## config.mk

```make
export PLATFORM = sky130hd
export DESIGN_NAME = keyed_count_table
export DESIGN_NICKNAME = d
export VERILOG_FILES = /design/src/design/kct_pkg.sv /design/src/design/keyed_count_table.sv /design/src/design/kct_datapath.sv /design/src/design/kct_ctrl.sv
export SDC_FILE = /design/constraint.sdc
export NUM_CORES = 2
export LEC_CHECK = 0
export BUFFER_PORTS_ARGS = -buffer_cell sky130_fd_sc_hd__buf_2
export CAP_MARGIN = 10
export CORE_ASPECT_RATIO = 0.7
export CORE_MARGIN = 2
export CORE_UTILIZATION = 50
export CTS_BUF_LIST = sky130_fd_sc_hd__clkbuf_16
export DETAILED_ROUTE_END_ITERATION = 7
export PLACE_DENSITY = 0.66
export SYNTH_ARGS = -nofsm -noshare
export SYNTH_HDL_FRONTEND = slang
export SYNTH_HIERARCHICAL = 1
export SYNTH_SLANG_ARGS = --single-unit
```

## constraint.sdc

```tcl
create_clock -name clk -period 10.4 [get_ports clk]
set_input_delay 0 -clock clk [delete_from_list [all_inputs] [get_ports clk]]
set_output_delay 0 -clock clk [all_outputs]
set_load 0.005 [all_outputs]
```

## src/design/kct_pkg.sv

```systemverilog
// ----------------------------------------------------------------------------
// kct_pkg
// shared types, codes and field widths of the keyed count table
// ----------------------------------------------------------------------------
package kct_pkg;

  // default table geometry
  localparam int DEF_TABLE_ENTRIES = 32;
  localparam int DEF_ID_BITS       = 16;
  localparam int DEF_COUNT_BITS    = 16;

  // fixed port field widths
  localparam int ITEM_W   = 16;
  localparam int AMOUNT_W = 16;
  localparam int POS_W    = 5;
  localparam int COUNT_W  = 16;
  localparam int USED_W   = 6;

  typedef enum logic [1:0] {
    REQ_ADD    = 2'd0,
    REQ_REMOVE = 2'd1,
    REQ_SWAP   = 2'd2,
    REQ_LOOKUP = 2'd3
  } req_t;

  typedef enum logic [1:0] {
    ST_OK      = 2'd0,
    ST_MISSING = 2'd1,
    ST_FULL    = 2'd2,
    ST_RANGE   = 2'd3
  } status_t;

  typedef struct packed {
    req_t                req_type;
    logic [ITEM_W-1:0]   item_id;
    logic [AMOUNT_W-1:0] amount;
    logic [POS_W-1:0]    first_position;
    logic [POS_W-1:0]    second_position;
  } kct_in_t;

  typedef struct packed {
    status_t            status;
    logic [POS_W-1:0]   entry_position;
    logic [COUNT_W-1:0] entry_count;
    logic               entry_erased;
    logic               count_saturated;
    logic [USED_W-1:0]  entries_used;
  } kct_out_t;

  typedef enum logic [2:0] {
    S_IDLE,
    S_SCAN,
    S_SHIFT,
    S_SWAP_A,
    S_SWAP_B,
    S_SWAP_W,
    S_SWAP_X,
    S_DONE
  } state_t;

  // memory read source
  typedef enum logic [1:0] {
    RD_NONE,
    RD_PTR,
    RD_PA,
    RD_PB
  } rd_sel_t;

  // memory write source
  typedef enum logic [2:0] {
    WR_NONE,
    WR_ADD_HIT,
    WR_APPEND,
    WR_SUB,
    WR_SHIFT,
    WR_SWAP_A,
    WR_SWAP_B
  } wr_sel_t;

  // result capture source
  typedef enum logic [2:0] {
    RES_NONE,
    RES_WRITE,
    RES_FOUND,
    RES_ERASED,
    RES_MISSING,
    RES_FULL,
    RES_RANGE
  } res_sel_t;

  typedef struct packed {
    logic     load;
    rd_sel_t  rd_sel;
    wr_sel_t  wr_sel;
    res_sel_t res_sel;
    logic     erase_start;
    logic     used_dec;
    logic     push;
  } kct_cmd_t;

  typedef struct packed {
    req_t req;
    logic hit;
    logic more;
    logic full;
    logic drop;
    logic in_range;
    logic rd_vld;
    logic out_free;
  } kct_sts_t;

endpackage

```

## src/design/keyed_count_table.sv

```systemverilog
// add, remove and lookup scan the table from position 0 until the item is found or the
//   used entries run out; an erase then shifts each later entry down by one position,
//   with no shift when the last entry goes; a result that cannot leave holds the block
// swap reads both positions and writes them back crossed; one request is worked on at a time
// rate is set by the single read port of the entry memory: one entry per cycle
// reset: entry count cleared at once, entry memory left as is (no clearing pass)
// ----------------------------------------------------------------------------
// keyed_count_table
// ordered, compacted table of item ids with saturating counts
// ----------------------------------------------------------------------------
module keyed_count_table import kct_pkg::*; #(
  parameter int TABLE_ENTRIES = DEF_TABLE_ENTRIES,
  parameter int ID_BITS       = DEF_ID_BITS,
  parameter int COUNT_BITS    = DEF_COUNT_BITS
) (
  input  logic     clk,
  input  logic     rst_n,
  input  logic     in_valid,
  output logic     in_ready,
  input  kct_in_t  in_data,
  output logic     out_valid,
  input  logic     out_ready,
  output kct_out_t out_data
);

  // command and status between sequencer and datapath
  kct_cmd_t cmd;
  kct_sts_t sts;

  // sequencer: accepts a request only when idle, walks the table through the
  // memory read port and parks in a done state until the result register frees
  kct_ctrl u_ctrl (
    .clk      (clk),
    .rst_n    (rst_n),
    .in_valid (in_valid),
    .in_ready (in_ready),
    .sts      (sts),
    .cmd      (cmd)
  );

  // datapath: entry memories, scan pointer, count arithmetic and the result
  // register, which holds a finished result while the next request comes in
  kct_datapath #(
    .TABLE_ENTRIES (TABLE_ENTRIES),
    .ID_BITS       (ID_BITS),
    .COUNT_BITS    (COUNT_BITS)
  ) u_dp (
    .clk       (clk),
    .rst_n     (rst_n),
    .in_data   (in_data),
    .cmd       (cmd),
    .sts       (sts),
    .out_valid (out_valid),
    .out_ready (out_ready),
    .out_data  (out_data)
  );

  // one request in flight: no back-to-back accept
  a_single_request: assert property (@(posedge clk) disable iff (!rst_n)
    in_valid && in_ready |=> !in_ready)
    else $error("request accepted while another is in flight");

  // a result is only pushed into a free output register
  a_push_free: assert property (@(posedge clk) disable iff (!rst_n)
    cmd.push |-> sts.out_free)
    else $error("result pushed over an unsent result");

  // failed requests carry no position, count or flags
  a_fail_clean: assert property (@(posedge clk) disable iff (!rst_n)
    out_valid && out_data.status != ST_OK |->
      out_data.entry_count == '0 && out_data.entry_position == '0 &&
      !out_data.entry_erased && !out_data.count_saturated)
    else $error("failed request with payload");

  // an erased entry reports count zero and never saturation
  a_erase_clean: assert property (@(posedge clk) disable iff (!rst_n)
    out_valid && out_data.entry_erased |->
      out_data.entry_count == '0 && !out_data.count_saturated)
    else $error("erased entry with non-zero count");

endmodule

```

## src/design/kct_datapath.sv

```systemverilog
// ----------------------------------------------------------------------------
// kct_datapath
// entry memories, scan pointer, count arithmetic and result registers
// ----------------------------------------------------------------------------
module kct_datapath import kct_pkg::*; #(
  parameter int TABLE_ENTRIES = DEF_TABLE_ENTRIES,
  parameter int ID_BITS       = DEF_ID_BITS,
  parameter int COUNT_BITS    = DEF_COUNT_BITS
) (
  input  logic     clk,
  input  logic     rst_n,
  input  kct_in_t  in_data,
  input  kct_cmd_t cmd,
  output kct_sts_t sts,
  output logic     out_valid,
  input  logic     out_ready,
  output kct_out_t out_data
);

  localparam int AW = $clog2(TABLE_ENTRIES);
  localparam int UW = $clog2(TABLE_ENTRIES + 1);
  localparam int KW = (ID_BITS < ITEM_W) ? ID_BITS : ITEM_W;
  localparam int SW = ((COUNT_BITS > AMOUNT_W) ? COUNT_BITS : AMOUNT_W) + 1;
  localparam int PW = (UW > POS_W) ? UW : POS_W;
  localparam logic [COUNT_BITS-1:0] COUNT_MAX = '1;

  logic [ID_BITS-1:0]    id_mem  [TABLE_ENTRIES];
  logic [COUNT_BITS-1:0] cnt_mem [TABLE_ENTRIES];

  kct_in_t               req_r;
  logic [UW-1:0]         used_r;
  logic [UW-1:0]         ptr_r;
  logic                  rd_vld_r;
  logic [AW-1:0]         rd_pos_r;
  logic [ID_BITS-1:0]    id_rd_r;
  logic [COUNT_BITS-1:0] cnt_rd_r;
  logic [ID_BITS-1:0]    hold_id_r;
  logic [COUNT_BITS-1:0] hold_cnt_r;
  kct_out_t              res_r;
  logic                  out_valid_r;
  kct_out_t              out_data_r;

  logic [ID_BITS-1:0]    key;
  logic [AW-1:0]         addr_pa;
  logic [AW-1:0]         addr_pb;
  logic                  rd_en;
  logic [AW-1:0]         rd_addr;
  logic [COUNT_BITS-1:0] add_base;
  logic [SW-1:0]         sum;
  logic                  sum_sat;
  logic [COUNT_BITS-1:0] add_cnt;
  logic [COUNT_BITS-1:0] sub_cnt;
  logic                  wr_en;
  logic [AW-1:0]         wr_addr;
  logic [ID_BITS-1:0]    wr_id;
  logic [COUNT_BITS-1:0] wr_cnt;
  logic                  wr_sat;
  kct_out_t              push_data;

  assign key     = ID_BITS'(req_r.item_id[KW-1:0]);
  assign addr_pa = AW'(req_r.first_position);
  assign addr_pb = AW'(req_r.second_position);

  // read port
  always_comb begin
    rd_en   = 1'b1;
    rd_addr = ptr_r[AW-1:0];
    case (cmd.rd_sel)
      RD_PTR:  rd_addr = ptr_r[AW-1:0];
      RD_PA:   rd_addr = addr_pa;
      RD_PB:   rd_addr = addr_pb;
      default: rd_en   = 1'b0;
    endcase
  end

  // count arithmetic
  assign add_base = (cmd.wr_sel == WR_APPEND) ? '0 : cnt_rd_r;
  assign sum      = SW'(add_base) + SW'(req_r.amount);
  assign sum_sat  = sum > SW'(COUNT_MAX);
  assign add_cnt  = sum_sat ? COUNT_MAX : sum[COUNT_BITS-1:0];
  assign sub_cnt  = cnt_rd_r - COUNT_BITS'(req_r.amount);

  // write port
  always_comb begin
    wr_en   = 1'b1;
    wr_addr = rd_pos_r;
    wr_id   = key;
    wr_cnt  = cnt_rd_r;
    wr_sat  = 1'b0;
    case (cmd.wr_sel)
      WR_ADD_HIT: begin
        wr_cnt = add_cnt;
        wr_sat = sum_sat;
      end
      WR_APPEND: begin
        wr_addr = used_r[AW-1:0];
        wr_cnt  = add_cnt;
        wr_sat  = sum_sat;
      end
      WR_SUB: begin
        wr_cnt = sub_cnt;
      end
      WR_SHIFT: begin
        wr_addr = rd_pos_r - AW'(1);
        wr_id   = id_rd_r;
      end
      WR_SWAP_A: begin
        wr_addr = addr_pa;
        wr_id   = id_rd_r;
      end
      WR_SWAP_B: begin
        wr_addr = addr_pb;
        wr_id   = hold_id_r;
        wr_cnt  = hold_cnt_r;
      end
      default: wr_en = 1'b0;
    endcase
  end

  always_comb begin
    sts.req      = req_r.req_type;
    sts.hit      = rd_vld_r && (id_rd_r == key);
    sts.more     = ptr_r < used_r;
    sts.full     = used_r == UW'(TABLE_ENTRIES);
    sts.drop     = SW'(req_r.amount) >= SW'(cnt_rd_r);
    sts.in_range = (PW'(req_r.first_position) < PW'(used_r)) &&
                   (PW'(req_r.second_position) < PW'(used_r));
    sts.rd_vld   = rd_vld_r;
    sts.out_free = !out_valid_r || out_ready;
  end

  // finished result with the current entry count
  always_comb begin
    push_data              = res_r;
    push_data.entries_used = USED_W'(used_r);
  end

  // memories and payload registers
  always_ff @(posedge clk) begin
    if (wr_en) begin
      id_mem[wr_addr]  <= wr_id;
      cnt_mem[wr_addr] <= wr_cnt;
    end
    if (rd_en) begin
      id_rd_r  <= id_mem[rd_addr];
      cnt_rd_r <= cnt_mem[rd_addr];
      rd_pos_r <= rd_addr;
    end
    if (cmd.rd_sel == RD_PB) begin
      hold_id_r  <= id_rd_r;
      hold_cnt_r <= cnt_rd_r;
    end
    if (cmd.load) begin
      req_r <= in_data;
    end
    if (cmd.load) begin
      res_r <= '0;
    end else begin
      case (cmd.res_sel)
        RES_WRITE: begin
          res_r.entry_position  <= POS_W'(wr_addr);
          res_r.entry_count     <= COUNT_W'(wr_cnt);
          res_r.count_saturated <= wr_sat;
        end
        RES_FOUND: begin
          res_r.entry_position <= POS_W'(rd_pos_r);
          res_r.entry_count    <= COUNT_W'(cnt_rd_r);
        end
        RES_ERASED: begin
          res_r.entry_position <= POS_W'(rd_pos_r);
          res_r.entry_erased   <= 1'b1;
        end
        RES_MISSING: res_r.status <= ST_MISSING;
        RES_FULL:    res_r.status <= ST_FULL;
        RES_RANGE:   res_r.status <= ST_RANGE;
        default: ;
      endcase
    end
    if (cmd.push) begin
      out_data_r <= push_data;
    end
  end

  // control registers
  always_ff @(posedge clk) begin
    if (!rst_n) begin
      used_r      <= '0;
      ptr_r       <= '0;
      rd_vld_r    <= 1'b0;
      out_valid_r <= 1'b0;
    end else begin
      rd_vld_r <= rd_en;
      if (cmd.wr_sel == WR_APPEND) begin
        used_r <= used_r + UW'(1);
      end else if (cmd.used_dec) begin
        used_r <= used_r - UW'(1);
      end
      if (cmd.load) begin
        ptr_r <= '0;
      end else if (cmd.erase_start) begin
        ptr_r <= UW'(rd_pos_r) + UW'(1);
      end else if (cmd.rd_sel == RD_PTR) begin
        ptr_r <= ptr_r + UW'(1);
      end
      if (cmd.push) begin
        out_valid_r <= 1'b1;
      end else if (out_ready) begin
        out_valid_r <= 1'b0;
      end
    end
  end

  assign out_valid = out_valid_r;
  assign out_data  = out_data_r;

endmodule

```

## src/design/kct_ctrl.sv

```systemverilog
// ----------------------------------------------------------------------------
// kct_ctrl
// request sequencer: scan, update, shift on erase, swap and result hand-off
// ----------------------------------------------------------------------------
module kct_ctrl import kct_pkg::*; (
  input  logic     clk,
  input  logic     rst_n,
  input  logic     in_valid,
  output logic     in_ready,
  input  kct_sts_t sts,
  output kct_cmd_t cmd
);

  state_t state_r;
  state_t state_nxt;

  always_ff @(posedge clk) begin
    if (!rst_n) begin
      state_r <= S_IDLE;
    end else begin
      state_r <= state_nxt;
    end
  end

  always_comb begin
    state_nxt = state_r;
    cmd       = '0;
    in_ready  = 1'b0;
    case (state_r)
      S_IDLE: begin
        in_ready = 1'b1;
        if (in_valid) begin
          cmd.load = 1'b1;
          state_nxt = S_SCAN;
        end
      end
      S_SCAN: begin
        if (sts.req == REQ_SWAP) begin
          state_nxt = S_SWAP_A;
        end else if (sts.hit) begin
          state_nxt = S_DONE;
          case (sts.req)
            REQ_ADD: begin
              cmd.wr_sel  = WR_ADD_HIT;
              cmd.res_sel = RES_WRITE;
            end
            REQ_REMOVE: begin
              if (sts.drop) begin
                cmd.res_sel     = RES_ERASED;
                cmd.erase_start = 1'b1;
                state_nxt       = S_SHIFT;
              end else begin
                cmd.wr_sel  = WR_SUB;
                cmd.res_sel = RES_WRITE;
              end
            end
            default: cmd.res_sel = RES_FOUND;
          endcase
        end else if (sts.more) begin
          cmd.rd_sel = RD_PTR;
        end else begin
          state_nxt = S_DONE;
          if (sts.req == REQ_ADD) begin
            if (sts.full) begin
              cmd.res_sel = RES_FULL;
            end else begin
              cmd.wr_sel  = WR_APPEND;
              cmd.res_sel = RES_WRITE;
            end
          end else begin
            cmd.res_sel = RES_MISSING;
          end
        end
      end
      S_SHIFT: begin
        if (sts.rd_vld) begin
          cmd.wr_sel = WR_SHIFT;
        end
        if (sts.more) begin
          cmd.rd_sel = RD_PTR;
        end else if (!sts.rd_vld) begin
          cmd.used_dec = 1'b1;
          state_nxt    = S_DONE;
        end
      end
      S_SWAP_A: begin
        if (sts.in_range) begin
          cmd.rd_sel = RD_PA;
          state_nxt  = S_SWAP_B;
        end else begin
          cmd.res_sel = RES_RANGE;
          state_nxt   = S_DONE;
        end
      end
      S_SWAP_B: begin
        cmd.rd_sel = RD_PB;
        state_nxt  = S_SWAP_W;
      end
      S_SWAP_W: begin
        cmd.wr_sel  = WR_SWAP_A;
        cmd.res_sel = RES_WRITE;
        state_nxt   = S_SWAP_X;
      end
      S_SWAP_X: begin
        cmd.wr_sel = WR_SWAP_B;
        state_nxt  = S_DONE;
      end
      S_DONE: begin
        if (sts.out_free) begin
          cmd.push  = 1'b1;
          state_nxt = S_IDLE;
        end
      end
      default: state_nxt = S_IDLE;
    endcase
  end

endmodule
```

Word-level counts from Yosys, hierarchy flattened
Memories as Yosys holds them, arrays and structs flattened. A register that Yosys moved wholly into a read port is not among the register bits.
Index checks and enable logic that the tools add are counted.
W data, S select, Z words.
{"block": "op_classes", "bitwise": 1, "n_eq_ne": 31, "n_reduce_logical": 19, "n_mux": 62, "magnitude_cmp": 5, "add_sub_neg": 7}
{"operator": "$pmux W16 S2", "n": 2}
{"operator": "$pmux W16 S3", "n": 1}
{"operator": "$mux W3", "n": 14}
{"operator": "$mux W6", "n": 6}
{"operator": "$mux W16", "n": 2}
{"operator": "$eq A3 B3 Y1 const B", "n": 10}
{"operator": "$pmux W3 S8", "n": 1}
{"operator": "$mux W1", "n": 20}
{"operator": "$pmux W5 S2", "n": 2}
{"operator": "$pmux W5 S4", "n": 1}
{"operator": "$eq A3 B2 Y1 const B", "n": 6}
{"operator": "$add A16 B16 Y17", "n": 1}
{"operator": "$gt A17 B16 Y1 const B", "n": 1}
{"operator": "$eq A16 B16 Y1", "n": 1}
{"operator": "$ge A16 B16 Y1", "n": 1}
{"operator": "$sub A16 B16 Y16", "n": 1}
{"operator": "$add A6 B1 Y6 const B", "n": 2}
{"operator": "$lt A5 B6 Y1", "n": 2}
{"operator": "$mux W2", "n": 6}
{"operator": "$pmux W3 S2", "n": 2}
{"operator": "$pmux W3 S4", "n": 1}
{"operator": "$reduce_bool A2 Y1", "n": 5}
{"operator": "$eq A3 B1 Y1 const B", "n": 3}
{"operator": "$mux W9", "n": 1}
{"operator": "23 further kinds", "n": 33}
{"block": "totals", "elab_cells": 151, "memories": 2, "inputBits": 48, "output_inout_bits": 33, "mem_bits_rw": 1024, "regBits": 154}
{"name": "u_dp.cnt_mem", "words": 32, "width": 16, "read_ports": 1, "rd_ports_with_merged_regs": 1, "write_ports": 1, "line": "kct_datapath.sv:28", "source": "logic [COUNT_BITS-1:0] cnt_mem [TABLE_ENTRIES];"}
{"name": "u_dp.id_mem", "words": 32, "width": 16, "read_ports": 1, "rd_ports_with_merged_regs": 1, "write_ports": 1, "line": "kct_datapath.sv:27", "source": "logic [ID_BITS-1:0] id_mem [TABLE_ENTRIES];"}

Depth between registers and ports, before layout
{"block": "depth", "depth_word": 14, "depth_mapped": 30, "depth_no_buf": 29}

Modules after synthesis
The synthesis kept the hierarchy.
{"mod": "kct_datapath", "n_inst": 1, "area_per_inst_um2": 49114.6, "cells_each": 2748, "seq_area_each_um2": 35854.4}
{"mod": "kct_ctrl", "n_inst": 1, "area_per_inst_um2": 484.2, "cells_each": 76, "seq_area_each_um2": 60.1}

Least setup slack after synthesis
Ideal clock, no wire load.
{"block": "synth_path", "path_kind": "register -> register", "startpoint": "register u_dp.cnt_rd_r[0], read port of u_dp.cnt_mem", "endpoint": "memory u_dp/cnt_mem[0][5] (netlist bit) (data pin)", "period_less_slack_ns": 7.327, "setup_ns": 0.467, "path_slack_ns": 3.073, "path_buffers": 3, "arrival_ns": 6.860, "path_stages_with_launch": 29, "required_ns": 9.933, "path_cell_list": "edfxtp_1 -> inv_1 -> ha_1 -> inv_1 -> fa_1 -> a21o_1 -> a221oi_1 -> nor2_1 -> o311ai_0 -> a21bo_2 -> a21boi_0 -> o22ai_1 -> nand2_1 -> a21oi_1 -> nor2_1 -> buf_2 -> nor2_1 -> nand2_1 -> clkbuf_1 -> and2_1 -> ha_1 -> clkbuf_1 -> a21oi_1 -> o21a_1 -> a21oi_1 -> a21oi_1 -> a21oi_1 -> a211oi_1 -> o31ai_1"}
{"item": "start, declared", "line": "kct_datapath.sv:36", "source": "logic [COUNT_BITS-1:0] cnt_rd_r;"}
{"item": "end, declared", "line": "kct_datapath.sv:28"}

==> parameters.txt <==
Parameter                              Value

STA
  Setup skew after layout    0.0556 ns
  Final Slew Violations    0
  Final hold vios    0
  Unrepaired setup endpoints after global routing    false
  Max_slew headroom    0.170
  Min Tclk post-route    9.72 ns
  Share of the clock period used by the worst path    0.934
  Maximum operating frequency    103 MHz
  Number of setup violations in the final report    0
  Final-layout worst hold slack    0.0441 ns
  Transition at the pin with the smallest max-transition slack    ~1.2 ns
  Aggregate negative setup slack    0 ns

Power
  Largest voltage drop on the vdd net    roughly 0.20 mV
  Areal power density over the cells    301 nW/um^2
  Lkg Pwr    0.0184 uW

Global route
  Global-route wire length before repair    188000 um
  Residual overflow from global routing    0
  Aggregate global-route resource usage    0.257
  Maximum number of pins on one net before global-route repair    118
  Antenna violations before repair    7
  Vias in the first global route    26900

Placed design
  Routability congestion estimate    0.952
  Post-DP HPWL    81500 um
  Placed cell area    52000 um^2
  Count of input and output buffers    80

Route
  DRT Wirelength    131000 um
  Antenna Violating Nets Remaining    0
  Avg Vias per Cell    between 6 and 7
  Number of iterations in the first detailed-routing pass    8
  Drt initial violations    3790
  # DRC    2
  Routed length per instance    between 20 and 30 um
  Number of vias in the routed layout    28200

Final layout
  NumNets Final    3151
  Fraction of layout instances using a drive strength above 1    0.211
  Summed area of non-filler cells in the final layout    around 57000 um^2
  Most frequent cells in the layout    edfxtp_1 (1168), nand2_1 (278), mux4_2 (256), clkbuf_16 (114), nand3_1 (93)
  Layout Area Growth over Synthesis    14.2%
  Most frequent standard cell in the layout excluding fill and tap cells    edfxtp_1

Worst setup path
  CP top delay family    compound AO/OA/AOI/OAI gates
  CP Data Arrival Time    just over 10 ns
  Crit Reg-Reg Startpoint    u_dp/cnt_rd_r[0]
  Worst Setup End Kind    flip-flop
  CP Max Fanout    35
  Critical path buffers and inverters    7
  Launching element type of the critical path    flip-flop
  CP startpoint    u_dp/cnt_rd_r[0]
  Worst stage delay on the critical path    0.95 ns
  Cell mode on critical path    inv_1
  Slowest cell on the critical path    a41oi_4
  Critical path data required time    between 10 and 15 ns
  Critical path type    flip-flop to flip-flop

Yosys
  Avg Synthesized Cell Area    17.6 um^2
  Part of the Yosys area used for sequential elements    0.724
  EDFF count, synth    around 1200
  Number of warnings printed during yosys synthesis    6
  Mapped Area    49600 um^2
  Synthesized Nets    2931
  Ys async rst share    0
  Number of instances in the synthesized netlist    approximately 2800
  Post-synthesis sequential element count    1210
  Number of distinct library cell variants in the gate-level netlist after synthesis    83
  Most used DFF post-synth    edfxtp_1

CTS
  CTS clk-pin slew, worst paths    0.07 ns
  CTS H-Tree Depth    3
  Number of buffers created by CTS    approximately 110
  Number of buffers added for setup after CTS    0
  Clock Sink Count    1210
  Max Root-Sink Buffers    3
  Root Driver    clkbuf_16
  CTS tree    done
  Skew-Pair Late Insertion Delay    0.75 ns

Floorplanning
  Die area    roughly 100000 um^2
  Initial standard-cell utilization of the core    0.505
  Chip Width    380 um
  Number of top-level pins    81
  Row Count    96
  Floorplan core area    98100 um^2
  Vert. Die Dim    around 270 um

Hold path
  Hold wc startpoint    in_data[36]
  Worst hold path class    input pin to flip-flop

Outcome
  Failing checks    design-rule violations
  Outcome    finished, violations left

Flow run
  Count of maximum capacitance violations    0
## where the power goes
group | switching (uW) | total, uW | internal [uW]
logic | 4010 | 5990 | 1980
registers | 303 | 7070 | 6760
clock network | 1820 | 4020 | 2200
total | 6140 | 17100 | 10900
## path summary, 6_finish.rpt
path	slack, ns	cells past startpoint	endpoint
min reg2reg	0.44	0	u_dp/out_data[30]
min	0.04	2	u_dp/key[10]
max reg2reg	0.68	29	u_dp/cnt_mem[0][4]
max	0.68	29	u_dp/cnt_mem[0][4]
## synth_stat cells, drive strengths merged (7+ instances only)
master / count / area [um^2]
edfxtp: 1168 / 35100
nand2: 278 / 1040
mux4: 256 / 5770
nor2: 126 / 475
nand3: 94 / 475
a21oi: 78 / 394
buf: 76 / 424
clkbuf: 70 / 263
o21ai: 68 / 340
ha: 56 / 701
inv: 45 / 169
dfxtp: 42 / 841
and3: 41 / 257
mux2i: 41 / 410
a32oi: 34 / 298
xnor2: 29 / 254
a22oi: 25 / 188
and2: 25 / 156
nor2b: 20 / 125
a21o: 19 / 143
nand2b: 19 / 119
nor3: 17 / 90.1
a211oi: 15 / 113
xor2: 15 / 131
a31oi: 13 / 81.3
o21a: 13 / 97.6
o22a: 12 / 105
nand4: 9 / 56.3
o22ai: 9 / 56.3
o31ai: 9 / 67.6
nand3b: 8 / 60.1
o211ai: 8 / 65.1
nor4: 7 / 43.8
o221a: 7 / 78.8
## routing by layer
metal	wire length [um]	global-route usage	up-vias
met4	2290	0.0546	2
met3	17000	0.0833	173
met1	55400	0.393	14600
met5	14	0	-
li1	-	-	11800
met2	56300	0.359	1623
## cells by family (layout without fill, tap and decap cells)
family,Yosys count,in the layout,share of synthesized area
AO/OA/AOI/OAI,351,351,0.0481
buffers and inverters,192,507,0.0173
other,0,1,0
adder cells (fa/ha/maj),59,59,0.0153
flip-flops,1210,1210,0.724
multiplexers,299,299,0.125
AND/OR/NAND/NOR,669,669,0.0624
XOR/XNOR,44,44,0.00777
## registers in the layout (all words and copies together), names as in the netlist, 25 cells and up
signal,flops
u_dp/out_data,31
u_dp/push_data,25
u_dp/id_mem,512
u_dp/cnt_mem,512
## timing repair
action	in CTS	in global routing
hold buffers	89	0
endpoints found under the setup margin	0	0
endpoints found under the hold margin	79	0
gates resized for setup	0	0
## area by class of cell
type | count | area, um^2
Clock inverter | 96 | 761
Clock buffer | 114 | 2850
Tap cell | 1323 | 1660
Timing Repair Buffer | 251 | 2060
Inverter | 46 | 175
Multi-Input combinational cell | 1422 | 13200
Fill cell | 7311 | 41500
Antenna cell | 1 | 2.50
Sequential cell | 1210 | 35900
## metrics by stage
step	cells	util	power, uW	worst slack (ns)
global route	4462	0.577	17700	0.0893
global placement	4155	0.530	12800	1.15
floorplan	2824	-	10700	3.07
finish	4463	0.577	17100	0.683
detailed placement	4157	0.530	13000	1.01
CTS	4456	0.576	17000	0.987
Power figures use the tool's default switching activity.
